[config.mk]
export PLATFORM = sky130hd
export DESIGN_NAME = interleaved_adc_two_stage_averager_top
export DESIGN_NICKNAME = d
export VERILOG_FILES = /design/src/design/itavg_pkg.sv /design/src/design/itavg_front.sv /design/src/design/itavg_div.sv /design/src/design/itavg_back.sv /design/src/design/interleaved_adc_two_stage_averager_top.sv
export SDC_FILE = /design/constraint.sdc
export NUM_CORES = 1
export LEC_CHECK = 0
export BUFFER_PORTS_ARGS = -buffer_cell sky130_fd_sc_hd__buf_2
export CAP_MARGIN = 20
export CORE_UTILIZATION = 55
export DETAILED_ROUTE_END_ITERATION = 16
export PLACE_DENSITY = 0.86
export SYNTH_ARGS = -nofsm -noshare
export SYNTH_HDL_FRONTEND = slang
export SYNTH_SLANG_ARGS = --single-unit
[constraint.sdc]
create_clock -name clk -period 5.27 [get_ports clk]
set_input_delay 0.7905 -clock clk [delete_from_list [all_inputs] [get_ports clk]]
set_output_delay 0.7905 -clock clk [all_outputs]
set_load 0.005 [all_outputs]
[src/design/itavg_pkg.sv]
package itavg_pkg;

	localparam int NUM_CHANNELS  = 9;
	localparam int BLOCK_SAMPLES = 8;
	localparam int COUNT_WIDTH   = 16;

	localparam int SAMPLE_W = 12;
	localparam int CHAN_W   = 4;
	localparam int FRAME_W  = 18;
	localparam int LONG_W   = 28;

	localparam int IDX_W  = (NUM_CHANNELS > 1) ? $clog2(NUM_CHANNELS) : 1;
	localparam int SCAN_W = (BLOCK_SAMPLES > 1) ? $clog2(BLOCK_SAMPLES) : 1;

	// Frame average is taken as a multiply by a rounded-up reciprocal of the block size.
	localparam int RECIP_SHIFT = FRAME_W + 7;
	localparam int RECIP_W     = RECIP_SHIFT + 1;
	localparam int PROD_W      = FRAME_W + RECIP_W;
	localparam logic [RECIP_W-1:0] RECIP =
		RECIP_W'(((64'd1 << RECIP_SHIFT) + 64'(BLOCK_SAMPLES) - 64'd1) / 64'(BLOCK_SAMPLES));

	localparam logic [LONG_W-1:0]      LONG_MAX  = {LONG_W{1'b1}};
	localparam logic [COUNT_WIDTH-1:0] COUNT_MAX = {COUNT_WIDTH{1'b1}};

	localparam logic REQ_SAMPLE  = 1'b0;
	localparam logic REQ_READOUT = 1'b1;

	typedef struct packed {
		logic                req_type;
		logic [SAMPLE_W-1:0] sample;
	} req_t;

	typedef struct packed {
		logic [CHAN_W-1:0]   channel;
		logic [SAMPLE_W-1:0] average;
		logic                no_data;
		logic                saturated;
		logic                last;
	} res_t;

	typedef struct packed {
		logic                readout;
		logic [SAMPLE_W-1:0] sample;
	} cmd_t;

	typedef struct packed {
		logic                   start;
		logic [LONG_W-1:0]      dividend;
		logic [COUNT_WIDTH-1:0] divisor;
	} div_req_t;

endpackage

[src/design/itavg_front.sv]
module itavg_front (
	input  logic             clk,
	input  logic             arst_n,
	input  logic             req_valid,
	output logic             req_ready,
	input  itavg_pkg::req_t  req,
	output logic             cmd_valid,
	output itavg_pkg::cmd_t  cmd,
	input  logic             cmd_pop
);
	import itavg_pkg::*;

	cmd_t       mem_q [2];
	logic       wr_q;
	logic       rd_q;
	logic [1:0] cnt_q;
	logic       push;

	assign req_ready = (cnt_q != 2'd2);
	assign push      = req_valid && req_ready;
	assign cmd_valid = (cnt_q != 2'd0);
	assign cmd       = mem_q[rd_q];

	always_ff @(posedge clk) begin
		if (push) begin
			mem_q[wr_q] <= '{readout: (req.req_type == REQ_READOUT), sample: req.sample};
		end
	end

	always_ff @(posedge clk or negedge arst_n) begin
		if (!arst_n) begin
			wr_q  <= 1'b0;
			rd_q  <= 1'b0;
			cnt_q <= 2'd0;
		end else begin
			if (push) begin
				wr_q <= !wr_q;
			end
			if (cmd_pop) begin
				rd_q <= !rd_q;
			end
			case ({push, cmd_pop})
				2'b10:   cnt_q <= cnt_q + 2'd1;
				2'b01:   cnt_q <= cnt_q - 2'd1;
				default: cnt_q <= cnt_q;
			endcase
		end
	end

endmodule

[src/design/itavg_div.sv]
module itavg_div (
	input  logic                                 clk,
	input  logic                                 arst_n,
	input  itavg_pkg::div_req_t                  dreq,
	output logic                                 done,
	output logic [itavg_pkg::LONG_W-1:0]         quotient
);
	import itavg_pkg::*;

	localparam int CNT_W = $clog2(LONG_W + 1);

	logic [COUNT_WIDTH-1:0] rem_q;
	logic [COUNT_WIDTH-1:0] dsr_q;
	logic [LONG_W-1:0]      quo_q;
	logic [CNT_W-1:0]       cnt_q;
	logic                   busy_q;
	logic                   done_q;
	logic [COUNT_WIDTH:0]   shifted;
	logic [COUNT_WIDTH:0]   diff;
	logic                   fits;

	assign shifted  = {rem_q, quo_q[LONG_W-1]};
	assign fits     = (shifted >= {1'b0, dsr_q});
	assign diff     = shifted - {1'b0, dsr_q};
	assign done     = done_q;
	assign quotient = quo_q;

	always_ff @(posedge clk) begin
		if (dreq.start) begin
			rem_q <= '0;
			dsr_q <= dreq.divisor;
			quo_q <= dreq.dividend;
		end else if (busy_q) begin
			rem_q <= fits ? diff[COUNT_WIDTH-1:0] : shifted[COUNT_WIDTH-1:0];
			quo_q <= {quo_q[LONG_W-2:0], fits};
		end
	end

	always_ff @(posedge clk or negedge arst_n) begin
		if (!arst_n) begin
			busy_q <= 1'b0;
			done_q <= 1'b0;
			cnt_q  <= '0;
		end else begin
			done_q <= 1'b0;
			if (dreq.start) begin
				busy_q <= 1'b1;
				cnt_q  <= '0;
			end else if (busy_q) begin
				cnt_q <= cnt_q + CNT_W'(1);
				if (cnt_q == CNT_W'(LONG_W - 1)) begin
					busy_q <= 1'b0;
					done_q <= 1'b1;
				end
			end
		end
	end

endmodule

[src/design/itavg_back.sv]
module itavg_back (
	input  logic                         clk,
	input  logic                         arst_n,
	input  logic                         cmd_valid,
	input  itavg_pkg::cmd_t              cmd,
	output logic                         cmd_pop,
	output itavg_pkg::div_req_t          dreq,
	input  logic                         div_done,
	input  logic [itavg_pkg::LONG_W-1:0] div_quotient,
	output logic                         res_valid,
	input  logic                         res_ready,
	output itavg_pkg::res_t              res
);
	import itavg_pkg::*;

	localparam logic [2:0] ST_IDLE   = 3'd0;
	localparam logic [2:0] ST_CMUL   = 3'd1;
	localparam logic [2:0] ST_CADD   = 3'd2;
	localparam logic [2:0] ST_RSTART = 3'd3;
	localparam logic [2:0] ST_RWAIT  = 3'd4;
	localparam logic [2:0] ST_REMIT  = 3'd5;

	logic [2:0]             state_q;
	logic [IDX_W-1:0]       idx_q;
	logic [IDX_W-1:0]       scan_ch_q;
	logic [SCAN_W-1:0]      scan_idx_q;
	logic [FRAME_W-1:0]     frame_q [NUM_CHANNELS];
	logic [LONG_W-1:0]      long_q [NUM_CHANNELS];
	logic [COUNT_WIDTH-1:0] count_q;
	logic                   ovf_q;
	logic [PROD_W-1:0]      prod_q;
	logic [SAMPLE_W-1:0]    avg_q;
	logic                   res_valid_q;
	res_t                   res_q;

	logic [IDX_W-1:0]   fs_addr;
	logic [FRAME_W-1:0] fs_rd;
	logic [LONG_W-1:0]  ls_rd;
	logic [FRAME_W-1:0] frame_avg;
	logic [LONG_W:0]    long_add;
	logic [LONG_W-1:0]  long_sat;
	logic               keep;
	logic               last_ch;
	logic               scan_wrap;
	logic               frame_end;
	logic               res_free;

	assign fs_addr   = (state_q == ST_IDLE) ? scan_ch_q : idx_q;
	assign fs_rd     = frame_q[fs_addr];
	assign ls_rd     = long_q[idx_q];
	assign frame_avg = prod_q[RECIP_SHIFT +: FRAME_W];
	assign long_add  = {1'b0, ls_rd} + (LONG_W + 1)'(frame_avg);
	assign long_sat  = long_add[LONG_W] ? LONG_MAX : long_add[LONG_W-1:0];
	assign keep      = (count_q != COUNT_MAX);
	assign last_ch   = (idx_q == IDX_W'(NUM_CHANNELS - 1));
	assign scan_wrap = (scan_ch_q == IDX_W'(NUM_CHANNELS - 1));
	assign frame_end = scan_wrap && (scan_idx_q == SCAN_W'(BLOCK_SAMPLES - 1));
	assign res_free  = !res_valid_q || res_ready;

	assign cmd_pop       = (state_q == ST_IDLE) && cmd_valid;
	assign dreq.start    = (state_q == ST_RSTART) && (count_q != '0);
	assign dreq.dividend = ls_rd;
	assign dreq.divisor  = count_q;

	assign res_valid = res_valid_q;
	assign res       = res_q;

	always_ff @(posedge clk) begin
		if (state_q == ST_CMUL) begin
			prod_q <= PROD_W'(fs_rd) * PROD_W'(RECIP);
		end
		if ((state_q == ST_RSTART) && (count_q == '0)) begin
			avg_q <= '0;
		end else if ((state_q == ST_RWAIT) && div_done) begin
			avg_q <= div_quotient[SAMPLE_W-1:0];
		end
		if ((state_q == ST_REMIT) && res_free) begin
			res_q <= '{channel:   CHAN_W'(idx_q),
			           average:   avg_q,
			           no_data:   (count_q == '0),
			           saturated: ovf_q,
			           last:      last_ch};
		end
	end

	always_ff @(posedge clk or negedge arst_n) begin
		if (!arst_n) begin
			state_q     <= ST_IDLE;
			idx_q       <= '0;
			scan_ch_q   <= '0;
			scan_idx_q  <= '0;
			count_q     <= '0;
			ovf_q       <= 1'b0;
			res_valid_q <= 1'b0;
			for (int i = 0; i < NUM_CHANNELS; i++) begin
				frame_q[i] <= '0;
				long_q[i]  <= '0;
			end
		end else begin
			if (res_ready) begin
				res_valid_q <= 1'b0;
			end
			case (state_q)
				ST_IDLE: begin
					if (cmd_valid) begin
						idx_q <= '0;
						if (cmd.readout) begin
							state_q <= ST_RSTART;
						end else begin
							frame_q[scan_ch_q] <= fs_rd + FRAME_W'(cmd.sample);
							if (scan_wrap) begin
								scan_ch_q <= '0;
								if (frame_end) begin
									scan_idx_q <= '0;
									state_q    <= ST_CMUL;
								end else begin
									scan_idx_q <= scan_idx_q + SCAN_W'(1);
								end
							end else begin
								scan_ch_q <= scan_ch_q + IDX_W'(1);
							end
						end
					end
				end
				ST_CMUL: begin
					frame_q[idx_q] <= '0;
					state_q        <= ST_CADD;
				end
				ST_CADD: begin
					if (keep) begin
						long_q[idx_q] <= long_sat;
					end
					if (last_ch) begin
						if (keep) begin
							count_q <= count_q + COUNT_WIDTH'(1);
						end else begin
							ovf_q <= 1'b1;
						end
						state_q <= ST_IDLE;
					end else begin
						idx_q   <= idx_q + IDX_W'(1);
						state_q <= ST_CMUL;
					end
				end
				ST_RSTART: begin
					state_q <= (count_q == '0) ? ST_REMIT : ST_RWAIT;
				end
				ST_RWAIT: begin
					if (div_done) begin
						state_q <= ST_REMIT;
					end
				end
				ST_REMIT: begin
					if (res_free) begin
						res_valid_q <= 1'b1;
						if (last_ch) begin
							for (int i = 0; i < NUM_CHANNELS; i++) begin
								long_q[i] <= '0;
							end
							count_q <= '0;
							ovf_q   <= 1'b0;
							idx_q   <= '0;
							state_q <= ST_IDLE;
						end else begin
							idx_q   <= idx_q + IDX_W'(1);
							state_q <= ST_RSTART;
						end
					end
				end
				default: begin
					state_q <= ST_IDLE;
				end
			endcase
		end
	end

endmodule

[src/design/interleaved_adc_two_stage_averager_top.sv]
// A sample is registered in the input queue and updates its frame sum at the head of the queue.
// Throughput is one sample per cycle while the back end is idle; closing a frame steps through
// a multiply and an add state per channel. A readout runs, per channel, the one-bit-per-cycle
// divider over 28 bits, or skips it with no completed frame; results leave via the output register.
// The asynchronous active-low reset clears the scan position, all sums, the count and the flag.
module interleaved_adc_two_stage_averager_top (
	input  logic            clk,
	input  logic            arst_n,
	input  logic            req_valid,
	output logic            req_ready,
	input  itavg_pkg::req_t req,
	output logic            res_valid,
	input  logic            res_ready,
	output itavg_pkg::res_t res
);
	import itavg_pkg::*;

	logic              cmd_valid;
	cmd_t              cmd;
	logic              cmd_pop;
	div_req_t          dreq;
	logic              div_done;
	logic [LONG_W-1:0] div_quotient;

	itavg_front u_front (
		.clk       (clk),
		.arst_n    (arst_n),
		.req_valid (req_valid),
		.req_ready (req_ready),
		.req       (req),
		.cmd_valid (cmd_valid),
		.cmd       (cmd),
		.cmd_pop   (cmd_pop)
	);

	itavg_div u_div (
		.clk      (clk),
		.arst_n   (arst_n),
		.dreq     (dreq),
		.done     (div_done),
		.quotient (div_quotient)
	);

	itavg_back u_back (
		.clk          (clk),
		.arst_n       (arst_n),
		.cmd_valid    (cmd_valid),
		.cmd          (cmd),
		.cmd_pop      (cmd_pop),
		.dreq         (dreq),
		.div_done     (div_done),
		.div_quotient (div_quotient),
		.res_valid    (res_valid),
		.res_ready    (res_ready),
		.res          (res)
	);

endmodule

# --- Yosys cells after proc, flatten, opt, wreduce, memory -nomap -nowiden ---
# Memories as Yosys holds them, arrays and structs flattened.
# Cells that the tools add are included.
# W data, S select, Z words.
totals:
  reg_bits: 566
  ram_bits: 26
  wordCells: 185
  n_memories: 1
memory_table:
  columns: ["memory", "words", "width", "read_ports", "rd_clocked_by_memory_dff", "write_ports", "line", "rtl"]
  rows:
  - ["u_front.mem_q", 2, 13, 1, 0, 1, "itavg_front.sv:13", "cmd_t mem_q [2];"]
op_classes:
  n_addsub: 10
  n_lt_le_gt_ge: 6
  eq_ne: 24
  n_mux: 67
  n_bitwise: 6
  n_reduce_logical: 30
ops:
  columns: ["operator", "n"]
  rows:
  - ["$mux W252", 3]
  - ["$pmux W252 S2", 1]
  - ["$mux W162", 2]
  - ["$pmux W162 S2", 1]
  - ["$bwmux W252", 1]
  - ["$mux W28", 6]
  - ["$and A162 B162 Y162", 1]
  - ["$bwmux W162", 1]
  - ["$not A162 Y162", 1]
  - ["$demux W18 S4", 2]
  - ["$bmux W28 S4", 1]
  - ["$demux W28 S4", 1]
  - ["$mux W16", 5]
  - ["$bmux W18 S4", 1]
  - ["$mux W18", 4]
  - ["$pmux W16 S2", 1]
  - ["$add A28 B15 Y29", 1]
  - ["$mux W4", 6]
  - ["$mux W3", 7]
  - ["$add A18 B12 Y18", 1]
  - ["$pmux W3 S6", 1]
  - ["$ge A17 B16 Y1", 1]
  - ["$mux W1", 17]
  - ["$add A16 B1 Y16 const B", 1]
  - ["other kinds (37)", 76]

# --- Logic depth before layout (Yosys ltp) ---
depth:
  word_depth: 11
  ltp_mapped: 21
  ltp_nobuf: 16

# --- Cells and area by module ---
# From an unflattened synthesis, not the netlist that was laid out.
hier_totals:
  cells_unflattened: 2591
  hier_area_um2: 28202.0
by_module_without_submodules:
  columns: ["mod", "instances", "cells_per_inst", "area_each_um2", "seq_area_each_um2"]
  rows:
  - ["itavg_back", 1, 2202, 23374.9, 12421.9]
  - ["itavg_div", 1, 333, 3694.8, 1816.7]
  - ["itavg_front", 1, 56, 1132.3, 880.8]

# --- Least setup slack after synthesis ---
# OpenSTA, ideal clock, no wires.
synth_timing:
  kind: "register -> register"
  startpoint: "register u_back.idx_q[2]"
  endpoint: "register u_back.long_q[161] (netlist bit)"
  setup_ns: 0.128
  arrival_ns: 4.754
  setup_slack_ns: 0.389
  stages_incl_launch_ff: 19
  n_path_buf: 6
  period_less_slack_ns: 4.881
  cell_sequence: "dfrtp_1 > buf_2 > buf_4 > buf_2 > buf_1 > clkbuf_1 > mux4_2 > a31o_2 > ha_1 > or3_1 > or2_0 > o221a_1 > o32a_1 > a221o_1 > nand3_2 > nor2_4 > buf_6 > a21oi_4 > o21ai_1"
synth_between:
  elab_chain_len: 9
  elab_cells_between_ends: 17
synth_lines:
  columns: ["element", "line", "rtl"]
  rows:
  - ["start: declaration", "itavg_back.sv:24", "logic [IDX_W-1:0] idx_q;"]
  - ["start signal: assignment", "itavg_back.sv:141", "idx_q <= idx_q + IDX_W'(1);"]
  - ["start signal: assignment", "itavg_back.sv:165", "idx_q <= idx_q + IDX_W'(1);"]
  - ["$not A4 Y5 (implied by the code)", "itavg_back.sv:50, itavg_back.sv:131", null]
  - ["$bmux W28 S4", "itavg_back.sv:50", "assign ls_rd = long_q[idx_q];"]
  - ["$mux W28 (implied by the code) (2 in series)", "itavg_back.sv:50", null]
  - ["$add A28 B15 Y29", "itavg_back.sv:52", "assign long_add = {1'b0, ls_rd} + (LONG_W + 1)'(frame_avg);"]
  - ["$mux W28", "itavg_back.sv:53", "assign long_sat = long_add[LONG_W] ? LONG_MAX : long_add[LONG_W-1:0];"]
  - ["$bwmux W252", "itavg_back.sv:131", "long_q[idx_q] <= long_sat;"]
  - ["$mux W252", "itavg_back.sv:130", "if (keep) begin"]
  - ["$pmux W252 S2", "itavg_back.sv:103", "case (state_q)"]
  - ["end signal: indexed assignment", "itavg_back.sv:131", null]
  - ["end: declaration", "itavg_back.sv:28", "logic [LONG_W-1:0] long_q [NUM_CHANNELS];"]
# Parallel ways exist; a longest one is shown, timed or not. The select of a mux whose other input is x is not followed.
# A chain may end at the register's enable or synchronous reset.

# --- Final worst setup path ---
layout_timing:
  startpoint: "register u_back.state_q[1]"
  endpoint: "register u_back.frame_q[35] (netlist bit)"
layout_between:
  elab_chain_len: 11
  elab_cells_between_ends: 16
layout_lines:
  columns: ["element", "line", "rtl"]
  rows:
  - ["start: declaration", "itavg_back.sv:23", "logic [2:0] state_q;"]
  - ["start signal: assignment", "itavg_back.sv:146", "state_q <= (count_q == '0) ? ST_REMIT : ST_RWAIT;"]
  - ["$logic_not A3 Y1", "itavg_back.sv:48", "assign fs_addr = (state_q == ST_IDLE) ? scan_ch_q : idx_q;"]
  - ["$mux W4", "itavg_back.sv:48", null]
  - ["$not A4 Y5 (implied by the code)", "itavg_back.sv:49", "assign fs_rd = frame_q[fs_addr];"]
  - ["$bmux W18 S4", "itavg_back.sv:49", null]
  - ["$mux W18 (implied by the code) (2 in series)", "itavg_back.sv:49", null]
  - ["via u_back.fs_rd[5]", "itavg_back.sv:37", "logic [FRAME_W-1:0] fs_rd;"]
  - ["$add A18 B12 Y18", "itavg_back.sv:110", "frame_q[scan_ch_q] <= fs_rd + FRAME_W'(cmd.sample);"]
  - ["$bwmux W162", "itavg_back.sv:110", null]
  - ["$mux W162", "itavg_back.sv:107", "if (cmd.readout) begin"]
  - ["$mux W162", "itavg_back.sv:105", "if (cmd_valid) begin"]
  - ["$pmux W162 S2", "itavg_back.sv:103", null]
  - ["end signal: indexed assignment", "itavg_back.sv:110", null]
  - ["end: declaration", "itavg_back.sv:27", "logic [FRAME_W-1:0] frame_q [NUM_CHANNELS];"]
# The timed path passes the listed nets, and every way through them passes these cells. The select of a mux whose other input is x is not followed.

==> results.json <==
{
  "status": "finished, final reports clean",
  "vias": 22325,
  "crit_fanout": 14,
  "power.density_nw_per_um2": 689,
  "cpMostUsedCell": "or3_1",
  "antenna_found_initial": 0,
  "pwr-share-seq_pct": 34.3,
  "synth-seq-cells": 589,
  "skew_ps": 34.7,
  "clkTransAtPathRegs_ps": 60,
  "finalHoldViolCount": 0,
  "yosysTopAreaCellShare_pct": 40.2,
  "dpl.cell_count": 3246,
  "die_h_um": 229,
  "cp.required_ps": 5760,
  "reg2reg_depth": 14,
  "antenna_cells": 0,
  "synth-seq-area-share_pct": 53.2,
  "p_sw_mw": 9.07,
  "yosysWarnings": 0,
  "r2r-end": "u_back.frame_q[35]$_DFFE_PN0P_",
  "path_cells": "or3_1 -> mux2i_4 -> buf_4 -> mux4_2 -> mux2i_1 -> o21ai_0 -> ha_1 -> or3_1 -> o32a_1 -> a41oi_1 -> a21oi_1 -> nand3b_1 -> xor2_2 -> o21ai_1",
  "avgSynthCellArea_um2": 10.7,
  "ctsLongestPathBuffers": 3,
  "synth_area_um2": 28400,
  "routed_via_density": 6.63,
  "path_class": "reg2reg",
  "ys.flop_type": "dfrtp_1",
  "r2r_slack_ps": 240,
  "rows": 82,
  "die_w_um": 229,
  "critPathCaptureType": "flop",
  "root_buffer": "clkbuf_16",
  "syn_inst": 2650,
  "p_int_mw": 12.6,
  "cts_buffers": 59,
  "hp-class": "in2async",
  "cts_tree": "yes",
  "fin_cells": 3369,
  "start_util_pct": 56.2,
  "post_drt_wl_per_cell_um": 22.7,
  "synth_fp_nets": 2727,
  "wl_mm": 76.5,
  "fin_crit_sh_pct": 95.4,
  "worst_pin_slew_ps": 1060,
  "layout_min_cycle_time_ps": 5030,
  "drt-pass1-iter-count": 7,
  "cpMaxStageDelayCell": "mux2i_4",
  "max-cap-violations": 0,
  "dr.first_iter.drc_count": 2494,
  "critPathArrivalTime_ps": 5520,
  "nFillCells": 3647,
  "grt_pass1_vias": 22312,
  "core_um2": 50600,
  "gp_congestion": 0.915,
  "p_sw_share_pct": 41.8,
  "slew_headroom_pct": 28.8,
  "final_layout_size_suffix_gt1_share_pct": 14.0,
  "syn_to_final_growth_pct": 10.8,
  "detail-route-antenna-nets": 0,
  "cts.sinks": 589,
  "rr_startpoint": "u_back.state_q[1]$_DFFE_PN0P_",
  "startpoint_type": "flop",
  "async_reset_ff_share_pct": 77.6,
  "cts_max_level": 2,
  "port_buffers": 37,
  "place_hpwl_mm": 47.4,
  "power_leakage_nw": 13.6,
  "grt-ovfl-total": 0,
  "final_common_cell": "dfrtp_1",
  "finalPower_mw": 21.7,
  "yosysTopAreaCell": "dfrtp_1",
  "ios": 38,
  "grt_pass1_wl_mm": 122,
  "grt_max_degree": 226,
  "critical_path.max_stage_delay_ps": 590,
  "die-area_um2": 52600,
  "clk_latency_ps": 630,
  "nNetsFinal": 2723,
  "fin_util_pct": 62.2,
  "track_usage_pct": 29.2,
  "finalSetupViolCount": 0,
  "peakVddDrop_v": 0.000499,
  "power_frac_comb_pct": 46.0,
  "power.clock.fraction_pct": 19.8,
  "layout_common_cells": "453 x dfrtp_1, 249 x nand3_1, 245 x nand2_1",
  "synth_edf_count": 104,
  "fmax_mhz": 199,
  "drc": 0,
  "yosysUniqueCellTypes": 102,
  "synth_area_leaders": "dfrtp_1 40%, edfxtp_1 11%, nand3_1 4.4%",
  "drv_slew": 0
}
power groups by stage:
stage	Combinational, mW	Sequential [mW]	Clock (mW)
final	9.97	7.44	4.29
after global routing	10.8	7.58	4.50
after CTS	9.72	7.38	4.31
after detailed placement	9.58	7.44	0
after global placement	9.07	7.33	0
after floorplan	7.23	7.04	0
timing repair:
action	CTS	global route
hold buffers	0	0
setup buffers	0	9
resized for setup	0	2
setup endpoints to repair	0	30
critical path, delay by kind of cell, from the launching register on:
family | cells | cell delay [ps]
AO/OA/AOI/OAI | 5 | 1160
XOR/XNOR | 1 | 430
adder cells (fa/ha/maj) | 1 | 300
buffers and inverters | 1 | 290
flip-flops | 1 | 480
multiplexers | 3 | 1060
AND/OR/NAND/NOR | 3 | 1130
worst max path at each step:
stage	cells after the start	start	end	slack, ps
after floorplan	18	u_back.idx_q[2]$_DFFE_PN0P_	u_back.long_q[161]$_DFFE_PN0P_	390
after global placement	16	u_back.state_q[1]$_DFFE_PN0P_	u_back.frame_q[84]$_DFFE_PN0P_	410
after detailed placement	16	u_back.state_q[1]$_DFFE_PN0P_	u_back.frame_q[48]$_DFFE_PN0P_	270
after CTS	16	u_back.state_q[1]$_DFFE_PN0P_	u_back.frame_q[138]$_DFFE_PN0P_	230
after global routing	15	u_back.state_q[1]$_DFFE_PN0P_	u_back.frame_q[35]$_DFFE_PN0P_	-10
final	14	u_back.state_q[1]$_DFFE_PN0P_	u_back.frame_q[35]$_DFFE_PN0P_	240
state kept, by name (all words and copies together) (netlist names), 5 cells and up:
register	count
u_div.quotient	28
u_div.dsr_q	16
u_back.count_q	16
u_back.frame_q	162
u_div.rem_q	16
u_front.mem_q	26
u_div.cnt_q	5
u_back.res	19
u_back.avg_q	12
u_back.long_q	252
u_back.prod_q	15
logic make-up after synthesis:
| family | synth area share (%) |
|---|---|
| AOI/OAI and AO/OA | 16.8 |
| xor gates and xnor gates | 2.14 |
| adders and majority gates | 2.72 |
| buffers and inverters | 3.46 |
| DFF | 53.2 |
| muxes | 7.86 |
| and+or+nand+nor | 13.8 |
area by class of cell:
type / count / area, µm² / area share [%]
tap: 672 / 841 / 2.67
multi-input combinational: 1831 / 12400 / 39.3
sequential: 589 / 15100 / 48.1
clock inverter: 42 / 388 / 1.23
timing repair buffer: 127 / 1000 / 3.19
inverter: 38 / 143 / 0.453
clock buffer: 70 / 1600 / 5.08
Yosys cell counts, types with 4 or more instances:
master     count
a21o_1        14
nand3b_1      10
a31oi_1        4
mux2_2        19
buf_1         15
nand2_1      254
mux2i_1      105
a22o_1       134
nor4_1         4
dfrtp_1      457
ha_1          57
inv_1         36
nor2b_1       18
nor2_4        19
edfxtp_1     104
or3_1         15
nor2_1       122
buf_4          8
and2_1         7
clkbuf_1     141
a21boi_0       6
and4_1         4
and3_1        16
xor2_1        27
o22ai_1       15
a211oi_1      15
nor3_1        18
buf_6          9
nand3_1      249
o21ai_1      141
nand4_1       10
a21oi_1       91
o21a_1        14
a2bb2oi_1      5
dfxtp_1       28
xnor2_1       31
nand2b_1       8
or2_1          4
o21ai_0      236
buf_2         19
mux4_2        42
o221ai_1      10
a31o_2        16
routing by layer:
metal  share of wire (%)  track usage (%)
met3                  11             6.09
met4                 4.0             12.9
met5                   0                0
met1                  38             38.3
met2                  47             46.8
per-stage QoR:
step                area (µm²)  setup WS, ps  setup TNS, ps  hold WS, ps
finish                   31500           240              0          149
global route             31500         -13.0          -18.0          199
CTS                      31400           233              0          168
detailed placement       29400           274              0          414
global placement         29300           410              0          418
floorplan                28400           389              0          408
Note: power is estimated with default switching activity, not from simulation.
